### config.mk
export PLATFORM = sky130hd
export DESIGN_NAME = magnetic_event_classifier_top
export DESIGN_NICKNAME = d
export VERILOG_FILES = /design/src/sv/mec_pkg.sv /design/src/sv/magnetic_event_classifier_top.sv /design/src/sv/mec_cfg_regs.sv /design/src/sv/mec_cdiv.sv /design/src/sv/mec_core.sv
export SDC_FILE = /design/constraint.sdc
export NUM_CORES = 1
export LEC_CHECK = 0
export ABC_AREA = 1
export BUFFER_PORTS_ARGS = -buffer_cell sky130_fd_sc_hd__buf_4
export CORE_UTILIZATION = 45
export CTS_CLUSTER_DIAMETER = 120
export DETAILED_ROUTE_END_ITERATION = 8
export HOLD_SLACK_MARGIN = 0.05
export SLEW_MARGIN = 20
export SYNTH_ARGS = -nofsm -noshare
export SYNTH_HDL_FRONTEND = slang
export SYNTH_HIERARCHICAL = 1
export SYNTH_SLANG_ARGS = --single-unit
### constraint.sdc
create_clock -name i_clk -period 5.8 [get_ports i_clk]
set_clock_uncertainty 0.2 [all_clocks]
set_input_delay 0.87 -clock i_clk [delete_from_list [all_inputs] [get_ports i_clk]]
set_output_delay 0.87 -clock i_clk [all_outputs]
set_load 0.1 [all_outputs]
### src/sv/mec_pkg.sv
// Package for the magnetic event classifier: mode codes, configuration and
// result structs, register indexes and stream widths. No dependencies.
`default_nettype none

package mec_pkg;

    localparam int SAMPLE_W   = 10;
    localparam int LEVEL_W    = 11;
    localparam int COUNT_W    = 6;
    localparam int CFG_IDX_W  = 3;
    localparam int CFG_DATA_W = 10;
    localparam int IN_TDATA_W  = 16;
    localparam int OUT_TDATA_W = 48;

    localparam logic [CFG_IDX_W-1:0] CFG_TRIGGER_THRESHOLD = 3'd0;
    localparam logic [CFG_IDX_W-1:0] CFG_MIN_CROSSINGS     = 3'd1;
    localparam logic [CFG_IDX_W-1:0] CFG_MAX_CROSSINGS     = 3'd2;
    localparam logic [CFG_IDX_W-1:0] CFG_MIN_RISING        = 3'd3;
    localparam logic [CFG_IDX_W-1:0] CFG_MAX_FALLING       = 3'd4;
    localparam logic [CFG_IDX_W-1:0] CFG_LATEST_MIN_TIME   = 3'd5;
    localparam logic [CFG_IDX_W-1:0] CFG_LATEST_MAX_TIME   = 3'd6;

    typedef enum logic [1:0] {
        MODE_CAL     = 2'd0,
        MODE_WATCH   = 2'd1,
        MODE_CAPTURE = 2'd2
    } t_mode;

    typedef logic signed [LEVEL_W-1:0] t_level;

    typedef struct packed {
        logic [SAMPLE_W-1:0] trigger_threshold;
        logic [COUNT_W-1:0]  min_crossings;
        logic [COUNT_W-1:0]  max_crossings;
        logic [COUNT_W-1:0]  min_rising;
        logic [COUNT_W-1:0]  max_falling;
        logic [COUNT_W-1:0]  latest_min_time;
        logic [COUNT_W-1:0]  latest_max_time;
    } t_cfg;

    typedef struct packed {
        logic [1:0]         phase;
        logic               event_started;
        logic               event_done;
        logic               detected;
        t_level             deviation;
        logic [COUNT_W-1:0] crossings;
        logic [COUNT_W-1:0] rising_count;
        logic [COUNT_W-1:0] falling_count;
        logic [COUNT_W-1:0] min_time;
        logic [COUNT_W-1:0] max_time;
    } t_result;

endpackage

`default_nettype wire

### src/sv/magnetic_event_classifier_top.sv
// Magnetic event classifier, top level: stream ports, input and result registers.
// Accepted samples go to the input register, their results to the result register.
// Throughput: one item per cycle unless the output side stalls; the input register
// and result register decouple the two sides, mec_core's per-item logic between.
// Reset: synchronous, active low; restores register reset values and restarts
// calibration of the baseline.
`default_nettype none

module magnetic_event_classifier_top #(
    parameter int CALIBRATION_SAMPLES = 5,
    parameter int SAMPLES_PER_WINDOW  = 4,
    parameter int WINDOWS             = 49
) (
    input  wire logic                           i_clk,
    input  wire logic                           i_rst_n,
    input  wire logic                           i_s_axis_tvalid,
    output logic                                o_s_axis_tready,
    // tdata: [9:0] sample
    input  wire logic [mec_pkg::IN_TDATA_W-1:0]  i_s_axis_tdata,
    output logic                                o_m_axis_tvalid,
    input  wire logic                           i_m_axis_tready,
    // tdata: [1:0] phase, [2] event_started, [3] detected, [14:4] deviation,
    // [20:15] crossings, [26:21] rising_count, [32:27] falling_count,
    // [38:33] min_time, [44:39] max_time
    output logic [mec_pkg::OUT_TDATA_W-1:0]      o_m_axis_tdata,
    // tlast: event_done
    output logic                                o_m_axis_tlast,
    input  wire logic                           i_cfg_we,
    input  wire logic [mec_pkg::CFG_IDX_W-1:0]   i_cfg_idx,
    input  wire logic [mec_pkg::CFG_DATA_W-1:0]  i_cfg_data
);
    import mec_pkg::*;

    t_cfg                w_cfg;
    t_result             w_result;
    logic                w_step;
    logic                r_in_valid;
    logic [SAMPLE_W-1:0] r_in_sample;
    logic                r_out_valid;
    t_result             r_out;

    mec_cfg_regs u_cfg (
        .i_clk      (i_clk),
        .i_rst_n    (i_rst_n),
        .i_cfg_we   (i_cfg_we),
        .i_cfg_idx  (i_cfg_idx),
        .i_cfg_data (i_cfg_data),
        .o_cfg      (w_cfg)
    );

    mec_core #(
        .CALIBRATION_SAMPLES (CALIBRATION_SAMPLES),
        .SAMPLES_PER_WINDOW  (SAMPLES_PER_WINDOW),
        .WINDOWS             (WINDOWS)
    ) u_core (
        .i_clk    (i_clk),
        .i_rst_n  (i_rst_n),
        .i_cfg    (w_cfg),
        .i_step   (w_step),
        .i_sample (r_in_sample),
        .o_result (w_result)
    );

    assign w_step          = r_in_valid && (!r_out_valid || i_m_axis_tready);
    assign o_s_axis_tready = !r_in_valid || w_step;

    always_ff @(posedge i_clk) begin
        if (!i_rst_n) begin
            r_in_valid  <= 1'b0;
            r_out_valid <= 1'b0;
        end else begin
            if (o_s_axis_tready) r_in_valid <= i_s_axis_tvalid;
            if (w_step) begin
                r_out_valid <= 1'b1;
            end else if (i_m_axis_tready) begin
                r_out_valid <= 1'b0;
            end
        end
    end

    always_ff @(posedge i_clk) begin
        if (i_s_axis_tvalid && o_s_axis_tready) r_in_sample <= i_s_axis_tdata[SAMPLE_W-1:0];
        if (w_step) r_out <= w_result;
    end

    assign o_m_axis_tvalid = r_out_valid;
    assign o_m_axis_tlast  = r_out.event_done;
    assign o_m_axis_tdata  = {3'b000, r_out.max_time, r_out.min_time, r_out.falling_count,
                              r_out.rising_count, r_out.crossings, r_out.deviation,
                              r_out.detected, r_out.event_started, r_out.phase};

endmodule

`default_nettype wire

### src/sv/mec_cfg_regs.sv
// Configuration register file of the magnetic event classifier.
// Depends on mec_pkg for register indexes and the t_cfg struct.
`default_nettype none

module mec_cfg_regs (
    input  wire logic                          i_clk,
    input  wire logic                          i_rst_n,
    input  wire logic                          i_cfg_we,
    input  wire logic [mec_pkg::CFG_IDX_W-1:0]  i_cfg_idx,
    input  wire logic [mec_pkg::CFG_DATA_W-1:0] i_cfg_data,
    output mec_pkg::t_cfg                      o_cfg
);
    import mec_pkg::*;

    t_cfg r_cfg;

    always_ff @(posedge i_clk) begin
        if (!i_rst_n) begin
            r_cfg.trigger_threshold <= 10'd5;
            r_cfg.min_crossings     <= 6'd2;
            r_cfg.max_crossings     <= 6'd7;
            r_cfg.min_rising        <= 6'd10;
            r_cfg.max_falling       <= 6'd30;
            r_cfg.latest_min_time   <= 6'd30;
            r_cfg.latest_max_time   <= 6'd45;
        end else if (i_cfg_we) begin
            case (i_cfg_idx)
                CFG_TRIGGER_THRESHOLD: r_cfg.trigger_threshold <= i_cfg_data;
                CFG_MIN_CROSSINGS:     r_cfg.min_crossings     <= i_cfg_data[COUNT_W-1:0];
                CFG_MAX_CROSSINGS:     r_cfg.max_crossings     <= i_cfg_data[COUNT_W-1:0];
                CFG_MIN_RISING:        r_cfg.min_rising        <= i_cfg_data[COUNT_W-1:0];
                CFG_MAX_FALLING:       r_cfg.max_falling       <= i_cfg_data[COUNT_W-1:0];
                CFG_LATEST_MIN_TIME:   r_cfg.latest_min_time   <= i_cfg_data[COUNT_W-1:0];
                CFG_LATEST_MAX_TIME:   r_cfg.latest_max_time   <= i_cfg_data[COUNT_W-1:0];
                default: ;
            endcase
        end
    end

    assign o_cfg = r_cfg;

endmodule

`default_nettype wire

### src/sv/mec_cdiv.sv
// Floor division of an unsigned value by a constant, by reciprocal multiply.
// Exact below 2**IN_W when the quotient fits OUT_W bits. No dependencies.
`default_nettype none

module mec_cdiv #(
    parameter int DIVISOR = 4,
    parameter int IN_W    = 14,
    parameter int OUT_W   = 10
) (
    input  wire logic [IN_W-1:0]  i_dividend,
    output logic      [OUT_W-1:0] o_quotient
);
    // error term stays below 2**SH for all inputs, so the floor is exact
    localparam int SH     = IN_W + $clog2(DIVISOR) + 1;
    localparam int PROD_W = IN_W + SH + 1;
    localparam logic [SH:0] RECIP = (SH+1)'(((64'd1 << SH) + DIVISOR - 1) / DIVISOR);

    logic [PROD_W-1:0] w_prod;

    assign w_prod     = PROD_W'(i_dividend) * PROD_W'(RECIP);
    assign o_quotient = w_prod[SH +: OUT_W];

endmodule

`default_nettype wire

### src/sv/mec_core.sv
// Per-item logic and event state of the magnetic event classifier:
// calibration, trigger, window averaging, counters and verdict.
// Depends on mec_pkg and mec_cdiv.
`default_nettype none

module mec_core #(
    parameter int CALIBRATION_SAMPLES = 5,
    parameter int SAMPLES_PER_WINDOW  = 4,
    parameter int WINDOWS             = 49
) (
    input  wire logic                        i_clk,
    input  wire logic                        i_rst_n,
    input  wire mec_pkg::t_cfg               i_cfg,
    input  wire logic                        i_step,
    input  wire logic [mec_pkg::SAMPLE_W-1:0] i_sample,
    output mec_pkg::t_result                 o_result
);
    import mec_pkg::*;

    localparam int CNT_MAX   = (CALIBRATION_SAMPLES > SAMPLES_PER_WINDOW) ?
                               CALIBRATION_SAMPLES : SAMPLES_PER_WINDOW;
    localparam int CNT_W     = $clog2(CNT_MAX + 1);
    localparam int CAL_SUM_W = $clog2(CALIBRATION_SAMPLES * 1023 + 1);
    localparam int WIN_SUM_W = $clog2(SAMPLES_PER_WINDOW * 1023 + 1);
    localparam logic [CNT_W-1:0]   CAL_N    = CNT_W'(CALIBRATION_SAMPLES);
    localparam logic [CNT_W-1:0]   SPW_N    = CNT_W'(SAMPLES_PER_WINDOW);
    localparam logic [COUNT_W-1:0] WIN_LAST = COUNT_W'(WINDOWS);

    t_mode                r_mode, n_mode;
    logic [SAMPLE_W-1:0]  r_baseline, n_baseline;
    logic [CAL_SUM_W-1:0] r_cal_sum, n_cal_sum;
    logic [CNT_W-1:0]     r_cnt, n_cnt;
    logic [COUNT_W-1:0]   r_win_idx, n_win_idx;
    logic [WIN_SUM_W-1:0] r_win_sum, n_win_sum;
    t_level               r_prev, n_prev;
    t_level               r_peak, n_peak;
    t_level               r_trough, n_trough;
    logic [COUNT_W-1:0]   r_peak_win, n_peak_win;
    logic [COUNT_W-1:0]   r_trough_win, n_trough_win;
    logic [COUNT_W-1:0]   r_rise, n_rise;
    logic [COUNT_W-1:0]   r_fall, n_fall;
    logic [COUNT_W-1:0]   r_cross, n_cross;

    logic [CNT_W-1:0]     w_cnt_inc;
    logic [CAL_SUM_W-1:0] w_cal_sum_inc;
    logic [WIN_SUM_W-1:0] w_win_sum_inc;
    logic [SAMPLE_W-1:0]  w_cal_avg, w_win_avg;
    logic                 w_cal_end, w_win_end, w_last, w_trig, w_cross;
    t_level               w_dev, w_thr, w_lvl, w_out_dev;
    logic                 w_started, w_done, w_verdict;

    assign w_cnt_inc     = r_cnt + 1'b1;
    assign w_cal_sum_inc = r_cal_sum + CAL_SUM_W'(i_sample);
    assign w_win_sum_inc = r_win_sum + WIN_SUM_W'(i_sample);
    assign w_cal_end     = (w_cnt_inc >= CAL_N);
    assign w_win_end     = (w_cnt_inc >= SPW_N);
    assign w_last        = (r_win_idx >= WIN_LAST);

    mec_cdiv #(
        .DIVISOR (CALIBRATION_SAMPLES),
        .IN_W    (CAL_SUM_W),
        .OUT_W   (SAMPLE_W)
    ) u_cal_div (
        .i_dividend (w_cal_sum_inc),
        .o_quotient (w_cal_avg)
    );

    mec_cdiv #(
        .DIVISOR (SAMPLES_PER_WINDOW),
        .IN_W    (WIN_SUM_W),
        .OUT_W   (SAMPLE_W)
    ) u_win_div (
        .i_dividend (w_win_sum_inc),
        .o_quotient (w_win_avg)
    );

    assign w_dev   = t_level'({1'b0, i_sample}) - t_level'({1'b0, r_baseline});
    assign w_thr   = t_level'({1'b0, i_cfg.trigger_threshold});
    assign w_trig  = (w_dev > w_thr) || (w_dev < -w_thr);
    assign w_lvl   = t_level'({1'b0, w_win_avg}) - t_level'({1'b0, r_baseline});
    assign w_cross = ((w_lvl >= 0) && (r_prev < 0)) || ((w_lvl <= 0) && (r_prev > 0));

    // next mode
    always_comb begin
        n_mode = r_mode;
        case (r_mode)
            MODE_CAL: begin
                if (w_cal_end) n_mode = MODE_WATCH;
            end
            MODE_WATCH: begin
                if (w_trig) n_mode = MODE_CAPTURE;
            end
            MODE_CAPTURE: begin
                if (w_win_end && w_last) n_mode = MODE_WATCH;
            end
            default: n_mode = MODE_CAL;
        endcase
    end

    // datapath and per-item outputs
    always_comb begin
        n_baseline   = r_baseline;
        n_cal_sum    = r_cal_sum;
        n_cnt        = r_cnt;
        n_win_idx    = r_win_idx;
        n_win_sum    = r_win_sum;
        n_prev       = r_prev;
        n_peak       = r_peak;
        n_trough     = r_trough;
        n_peak_win   = r_peak_win;
        n_trough_win = r_trough_win;
        n_rise       = r_rise;
        n_fall       = r_fall;
        n_cross      = r_cross;
        w_out_dev    = '0;
        w_started    = 1'b0;
        w_done       = 1'b0;
        case (r_mode)
            MODE_CAL: begin
                n_cal_sum = w_cal_sum_inc;
                n_cnt     = w_cnt_inc;
                if (w_cal_end) begin
                    n_baseline = w_cal_avg;
                    n_cnt      = '0;
                end
            end
            MODE_WATCH: begin
                w_out_dev = w_dev;
                if (w_trig) begin
                    n_prev       = w_dev;
                    n_peak       = w_dev;
                    n_trough     = w_dev;
                    n_peak_win   = '0;
                    n_trough_win = '0;
                    n_rise       = '0;
                    n_fall       = '0;
                    n_cross      = '0;
                    n_win_idx    = COUNT_W'(1);
                    n_win_sum    = '0;
                    n_cnt        = '0;
                    w_started    = 1'b1;
                end
            end
            MODE_CAPTURE: begin
                n_win_sum = w_win_sum_inc;
                n_cnt     = w_cnt_inc;
                if (w_win_end) begin
                    if (w_lvl < r_prev) begin
                        n_fall = r_fall + 1'b1;
                    end else if (w_lvl > r_prev) begin
                        n_rise = r_rise + 1'b1;
                    end
                    if (w_cross) n_cross = r_cross + 1'b1;
                    if (w_lvl >= r_peak) begin
                        n_peak     = w_lvl;
                        n_peak_win = r_win_idx;
                    end
                    if (w_lvl <= r_trough) begin
                        n_trough     = w_lvl;
                        n_trough_win = r_win_idx;
                    end
                    n_prev    = w_lvl;
                    n_win_sum = '0;
                    n_cnt     = '0;
                    if (w_last) begin
                        w_done    = 1'b1;
                        n_win_idx = COUNT_W'(1);
                    end else begin
                        n_win_idx = r_win_idx + 1'b1;
                    end
                end
                w_out_dev = n_prev;
            end
            default: ;
        endcase
    end

    assign w_verdict = (n_cross >= i_cfg.min_crossings) &&
                       (n_cross <= i_cfg.max_crossings) &&
                       (n_rise >= i_cfg.min_rising) &&
                       (n_fall <= i_cfg.max_falling) &&
                       (n_trough_win <= i_cfg.latest_min_time) &&
                       (n_peak_win >= n_trough_win) &&
                       (n_peak_win <= i_cfg.latest_max_time);

    always_comb begin
        o_result.phase         = n_mode;
        o_result.event_started = w_started;
        o_result.event_done    = w_done;
        o_result.detected      = w_done && w_verdict;
        o_result.deviation     = w_out_dev;
        o_result.crossings     = n_cross;
        o_result.rising_count  = n_rise;
        o_result.falling_count = n_fall;
        o_result.min_time      = n_trough_win;
        o_result.max_time      = n_peak_win;
    end

    always_ff @(posedge i_clk) begin
        if (!i_rst_n) begin
            r_mode       <= MODE_CAL;
            r_baseline   <= '0;
            r_cal_sum    <= '0;
            r_cnt        <= '0;
            r_win_idx    <= COUNT_W'(1);
            r_win_sum    <= '0;
            r_prev       <= '0;
            r_peak       <= '0;
            r_trough     <= '0;
            r_peak_win   <= '0;
            r_trough_win <= '0;
            r_rise       <= '0;
            r_fall       <= '0;
            r_cross      <= '0;
        end else if (i_step) begin
            r_mode       <= n_mode;
            r_baseline   <= n_baseline;
            r_cal_sum    <= n_cal_sum;
            r_cnt        <= n_cnt;
            r_win_idx    <= n_win_idx;
            r_win_sum    <= n_win_sum;
            r_prev       <= n_prev;
            r_peak       <= n_peak;
            r_trough     <= n_trough;
            r_peak_win   <= n_peak_win;
            r_trough_win <= n_trough_win;
            r_rise       <= n_rise;
            r_fall       <= n_fall;
            r_cross      <= n_cross;
        end
    end

endmodule

`default_nettype wire

-- Word level (Yosys, flattened, before mapping)
Index checks and enable logic that the tools add are counted.
- add/sub/neg operators: 10
- multiply operators: 1
- magnitude comparators: 20
- equality and inequality tests: 12
- multiplexer cells: 52
- reductions and logical operators: 37
- operators by type and width (operator ; count):
    $mux W6 ; 19
    $pmux W11 S2 ; 4
    $pmux W6 S2 ; 6
    $mux W11 ; 6
    $mul A13 B15 Y27 const B ; 1
    $add A6 B1 Y6 const B ; 4
    $le A6 B6 Y1 ; 4
    $mux W12 ; 2
    $pmux W12 S2 ; 1
    $gt A11 B11 Y1 ; 2
    $lt A11 B11 Y1 ; 2
    $sub A10 B10 Y11 ; 2
    $ge A6 B6 Y1 ; 3
    $reduce_and A2 Y1 ; 8
    $add A13 B10 Y13 ; 1
    $add A12 B10 Y12 ; 1
    $logic_and A1 B1 Y1 ; 12
    $ge A11 B1 Y1 const B ; 1
    $ge A11 B11 Y1 ; 1
    $gt A11 B1 Y1 const B ; 1
    $le A11 B1 Y1 const B ; 1
    $le A11 B11 Y1 ; 1
    $lt A11 B1 Y1 const B ; 1
    $neg A10 Y11 ; 1
    23 further kinds ; 47
- register bits: 213
- input bits: 34

-- Depth between registers and ports, before layout
- depth after elaboration: 16
- mapped depth: 43
- mapped depth without buffers: 42

-- By module
Netlist, hierarchy kept.
- by module, submodules not included (module ; times used ; cells an instance ; area an instance (um2)):
    mec_core ; 1 ; 1552 ; 10119.7
    mec_cdiv at u_core.u_cal_div ; 1 ; 465 ; 3478.3
    magnetic_event_classifier_top ; 1 ; 73 ; 1803.0
    mec_cfg_regs ; 1 ; 258 ; 1799.2
    mec_cdiv at u_core.u_win_div ; 1 ; 10 ; 75.1

-- Worst setup path after synthesis
Ideal clock, no wire load.
- path kind: reg-to-reg
- from: register r_in_sample[1]
- to: register u_core.r_baseline[6]
- arrival: 5.819 ns
- slack: -0.348 ns
- cell stages (with the launch flop): 30
- buffers on the path: 0
- clock period less this slack: 6.148 ns
- path through: edfxtp_1 > inv_1 > fa_1 > o21ai_0 > nand2_1 > o211ai_1 > nand2_1 > nand2_1 > a21oi_1 > nor3_1 > xor2_1 > ha_1 > inv_1 > fa_1 > fa_1 > inv_1 > fa_1 > inv_1 > fa_1 > ha_1 > nand2_1 > inv_1 > a21oi_1 > nor2_1 > nor3_2 > nand3_1 > nand2_1 > nand2_1 > o21ai_0 > a21oi_1
- cells in the longest elaborated chain, start to end: 2
- ends and longest elaborated chain (element ; RTL line ; text):
    start: declaration ; magnetic_event_classifier_top.sv:38 ; logic [SAMPLE_W-1:0] r_in_sample;
    start signal: assignment ; magnetic_event_classifier_top.sv:82 ; if (i_s_axis_tvalid && o_s_axis_tready) r_in_sample <= i_s_axis_tdata[SAMPLE_W-1:0];
    $add A13 B10 Y13 ; mec_core.sv:53 ; assign w_cal_sum_inc = r_cal_sum + CAL_SUM_W'(i_sample);
    net u_core.w_cal_sum_inc[12] ; mec_core.sv:45 ; logic [CAL_SUM_W-1:0] w_cal_sum_inc;
    $mul A13 B15 Y27 ; mec_cdiv.sv:20 ; assign w_prod = PROD_W'(i_dividend) * PROD_W'(RECIP);
    net u_core.w_cal_avg[6] ; mec_core.sv:47 ; logic [SAMPLE_W-1:0] w_cal_avg, w_win_avg;
    end signal: assignment ; mec_core.sv:217 ; r_baseline <= n_baseline;
    end: declaration ; mec_core.sv:30 ; logic [SAMPLE_W-1:0] r_baseline, n_baseline;
The timed path passes the listed nets, and every way through them passes these cells.
A chain may end at the register's enable or synchronous reset.

-- Worst setup path after layout
- from: register r_in_sample[1]
- to: register u_core.r_baseline[4]
Same word-level chain as after synthesis.

==> results by group <==
Hold path
  – Hold Path End: u_core/r_trough[9]$_SDFFE_PN0P_
  – Hold Path Class: flop to flop
  – Hold Crit Start: u_core/r_trough[9]$_SDFFE_PN0P_
  – Hold Path Depth: 2

Cells and area
  – ANT cells: 0
  – Core Util, Final: 56.1%
  – Fraction of layout cells with a size suffix above 1: 19.0%
  – Layout Nets: 2914
  – Filler instances: 3600
  – Area delta synth->final: 22.6%

Die
  – Die height: 198 um
  – Die ar.: 39200 um2
  – # rows: 71
  – Core area: 37800 um2
  – Ports: 85
  – Initial Util: 45.8%
  – Die width: 198 um

Worst setup path
  – Slowest-stage cell, CP: fa_1
  – Crit-path max FO: 5
  – Type of origin of the critical path: flop
  – CP arrival: 6480 ps
  – Worst-case reg-to-reg path depth: 31
  – Worst Setup Path Type: flop to flop
  – Worst r2r dst: u_core/r_baseline[4]$_SDFFE_PN0P_
  – Reg-to-reg slack, setup: -470 ps
  – Origin of the critical flop-to-flop path: r_in_sample[1]$_DFFE_PP_
  – Kind of cell adding the most delay to the critical path: adder cells
  – Slowest stage delay, CP: 510 ps
  – Crit path capture type: flop
  – Worst Path Buf+Inv: 6
  – Most frequent CP cell: nand2_1
  – WP data required: 6000 ps

Route
  – Routed WL per cell: 15.3 um
  – # DRC: 0
  – ANT nets after route: 0
  – Initial DRT Pass Iterations: 5
  – DRT Wirelength: 47900 um
  – Via count: 15863
  – Initial DRC count: 897
  – Vias per inst: 5.07

Status
  – Violated checks: setup timing
  – Status: finished with violations

Clock network
  – Clk_lat worst skew: 550 ps
  – Max clock buf depth: 3
  – Sinks on Clock Net: 213
  – CTS tree: yes
  – H-tree levels: 1
  – Clock transition at path regs: 60 ps
  – Root Buffer: clkbuf_16
  – Num CTS Buffers: 25

Synthesis
  – Netlist cell types: 53
  – Synth area leaders: dfxtp_1, ha_1, nand2_1, inv_1, edfxtp_1
  – Post-synth ARST share: 0%
  – Yosys warns: 6
  – Count leader, synth: nand2_1
  – Yosys top cell by area: dfxtp_1
  – Yosys reg bits: 213
  – Avg Cell Area, Syn: 7.33 um2
  – Cell Area, Synth: 17300 um2
  – Post-synth EDFFs: 56
  – Sequential share of the synthesized area: 27.9%
  – Synthesized instance count: 2358
  – Top_reg_cell synth: dfxtp_1
  – Share of the synthesized area in the top cell type: 18.2%
  – Top cells by count, synth: nand2_1, inv_1, ha_1, nor2_1, a21oi_1

Global routing
  – Initial antenna violation count: 0
  – First-pass GRT wire length: 76800 um
  – Gr ovfl total: 0
  – Vias in the first global route: 15255
  – GR Util All Layers: 24.7%
  – Largest net degree at the start of global routing: 86

Timing
  – Rel. slew slack: 37.4%
  – Post-route setup slack: -472 ps
  – Max Clock Freq: 159 MHz
  – Slew @ Worst Pin: 940 ps
  – RSZ-0062 raised after global routing: yes
  – Fin crit share: 108%
  – Final hold vios: 0
  – Min Tclk post-route: 6270 ps
  – Setup Viol. Count Final: 11
  – Slew Viols, Final: 0

Flow run
  – MaxCap Viol Count: 0

Placement
  – Port-buffer cells: 75
  – Final Wtd Congestion: 0.920
  – Detailed placer's ending HPWL: 37000 um
[worst max path at each step]
stage	startpoint	endpoint	slack [ps]	depth (start not counted)
2_1_floorplan	r_in_sample[0]$_DFFE_PP_	u_core/r_baseline[5]$_SDFFE_PN0P_	2	29
3_3_place_gp	r_in_sample[2]$_DFFE_PP_	o_m_axis_tdata[3]$_DFFE_PP_	-610	44
4_1_cts	r_in_sample[1]$_DFFE_PP_	u_core/r_baseline[8]$_SDFFE_PN0P_	-480	29
3_5_place_dp	r_in_sample[2]$_DFFE_PP_	o_m_axis_tdata[3]$_DFFE_PP_	-720	44
6_report	r_in_sample[1]$_DFFE_PP_	u_core/r_baseline[4]$_SDFFE_PN0P_	-470	31
5_1_grt	r_in_sample[1]$_DFFE_PP_	u_core/r_baseline[4]$_SDFFE_PN0P_	-840	32
[cell usage in the layout, fill, tap and decap left out, drive strengths merged, types with 56 or more instances in the layout]
master / synthesis / layout
buf: 39 / 278
edfxtp: 56 / 56
nand3: 127 / 127
a21oi: 180 / 180
o21ai: 130 / 130
nor2: 200 / 200
fa: 58 / 58
inv: 458 / 460
dfxtp: 157 / 157
ha: 226 / 226
nand2: 502 / 502
[layout make-up]
cell class / count / area, um2 / area share, %
Clock buffer: 33 / 697 / 3.29
Timing Repair Buffer: 278 / 2110 / 9.94
Inverter: 461 / 1740 / 8.23
Clock inverter: 13 / 73.8 / 0.348
Multi-Input combinational cell: 1617 / 11100 / 52.4
Tap cell: 511 / 639 / 3.02
Sequential cell: 213 / 4820 / 22.8
[timing repair]
| item | in CTS | in global routing |
|---|---|---|
| hold endpoints to repair | 0 | 0 |
| hold buffers | 0 | 0 |
| endpoints found under the setup margin | 11 | 29 |
| buffers inserted | 9 | 14 |
| pin swaps | 45 | 67 |
| resized for setup | 39 | 105 |
[metrics by stage]
step                      instance area, um2  worst slack, ps  hold WS, ps  cells  setup TNS (ps)
after global placement                 19600             -609          242   3057           -5430
after detailed placement               19600             -720          253   3057           -5890
after global routing                   21200             -836          284   3126           -8630
final                                  21200             -472          265   3126           -4710
after CTS                              20600             -479          265   3112           -4960
after floorplan                        17400             1.92          229   2360               0
[registers in the layout, indices dropped and copies added (netlist names), 2 cells and up]
signal	count
u_core/r_win_sum	12
u_core/r_cross	6
u_core/r_trough	11
u_cfg/o_cfg	46
u_core/r_rise	6
u_core/r_peak_win	6
r_in_sample	10
u_core/r_prev	11
u_core/r_mode	2
u_core/r_win_idx	6
u_core/r_trough_win	6
u_core/r_cnt	3
u_core/r_peak	11
u_core/r_cal_sum	13
o_m_axis_tdata	45
u_core/r_baseline	10
u_core/r_fall	6
[metal layers]
layer	vias to the layer above	wire length [um]	GRT usage [%]
met1	7421	22300	34.2
met4	0	1400	7.55
li1	8013	-	-
met2	351	21900	40.4
met5	-	0	0
met3	78	2400	2.38
[worst min-delay path: cells and delay by family, from the launching register on]
| family | cells | cell delay, ps |
|---|---|---|
| DFF | 1 | 310 |
| and+or+nand+nor | 1 | 60 |
| AOI/OAI and AO/OA | 1 | 50 |
[cell families after synthesis]
group | share of synthesized area [%]
other | 0.0217
AND/OR/NAND/NOR | 22.1
flip-flops | 27.9
buffers and inverters | 12.3
AO/OA/AOI/OAI | 12.3
XOR/XNOR | 2.33
adder cells (fa/ha/maj) | 23.1
Power is left out: the tool's default activity adds up to more than one toggle a clock period on the data nets, which glitch-free logic cannot reach.
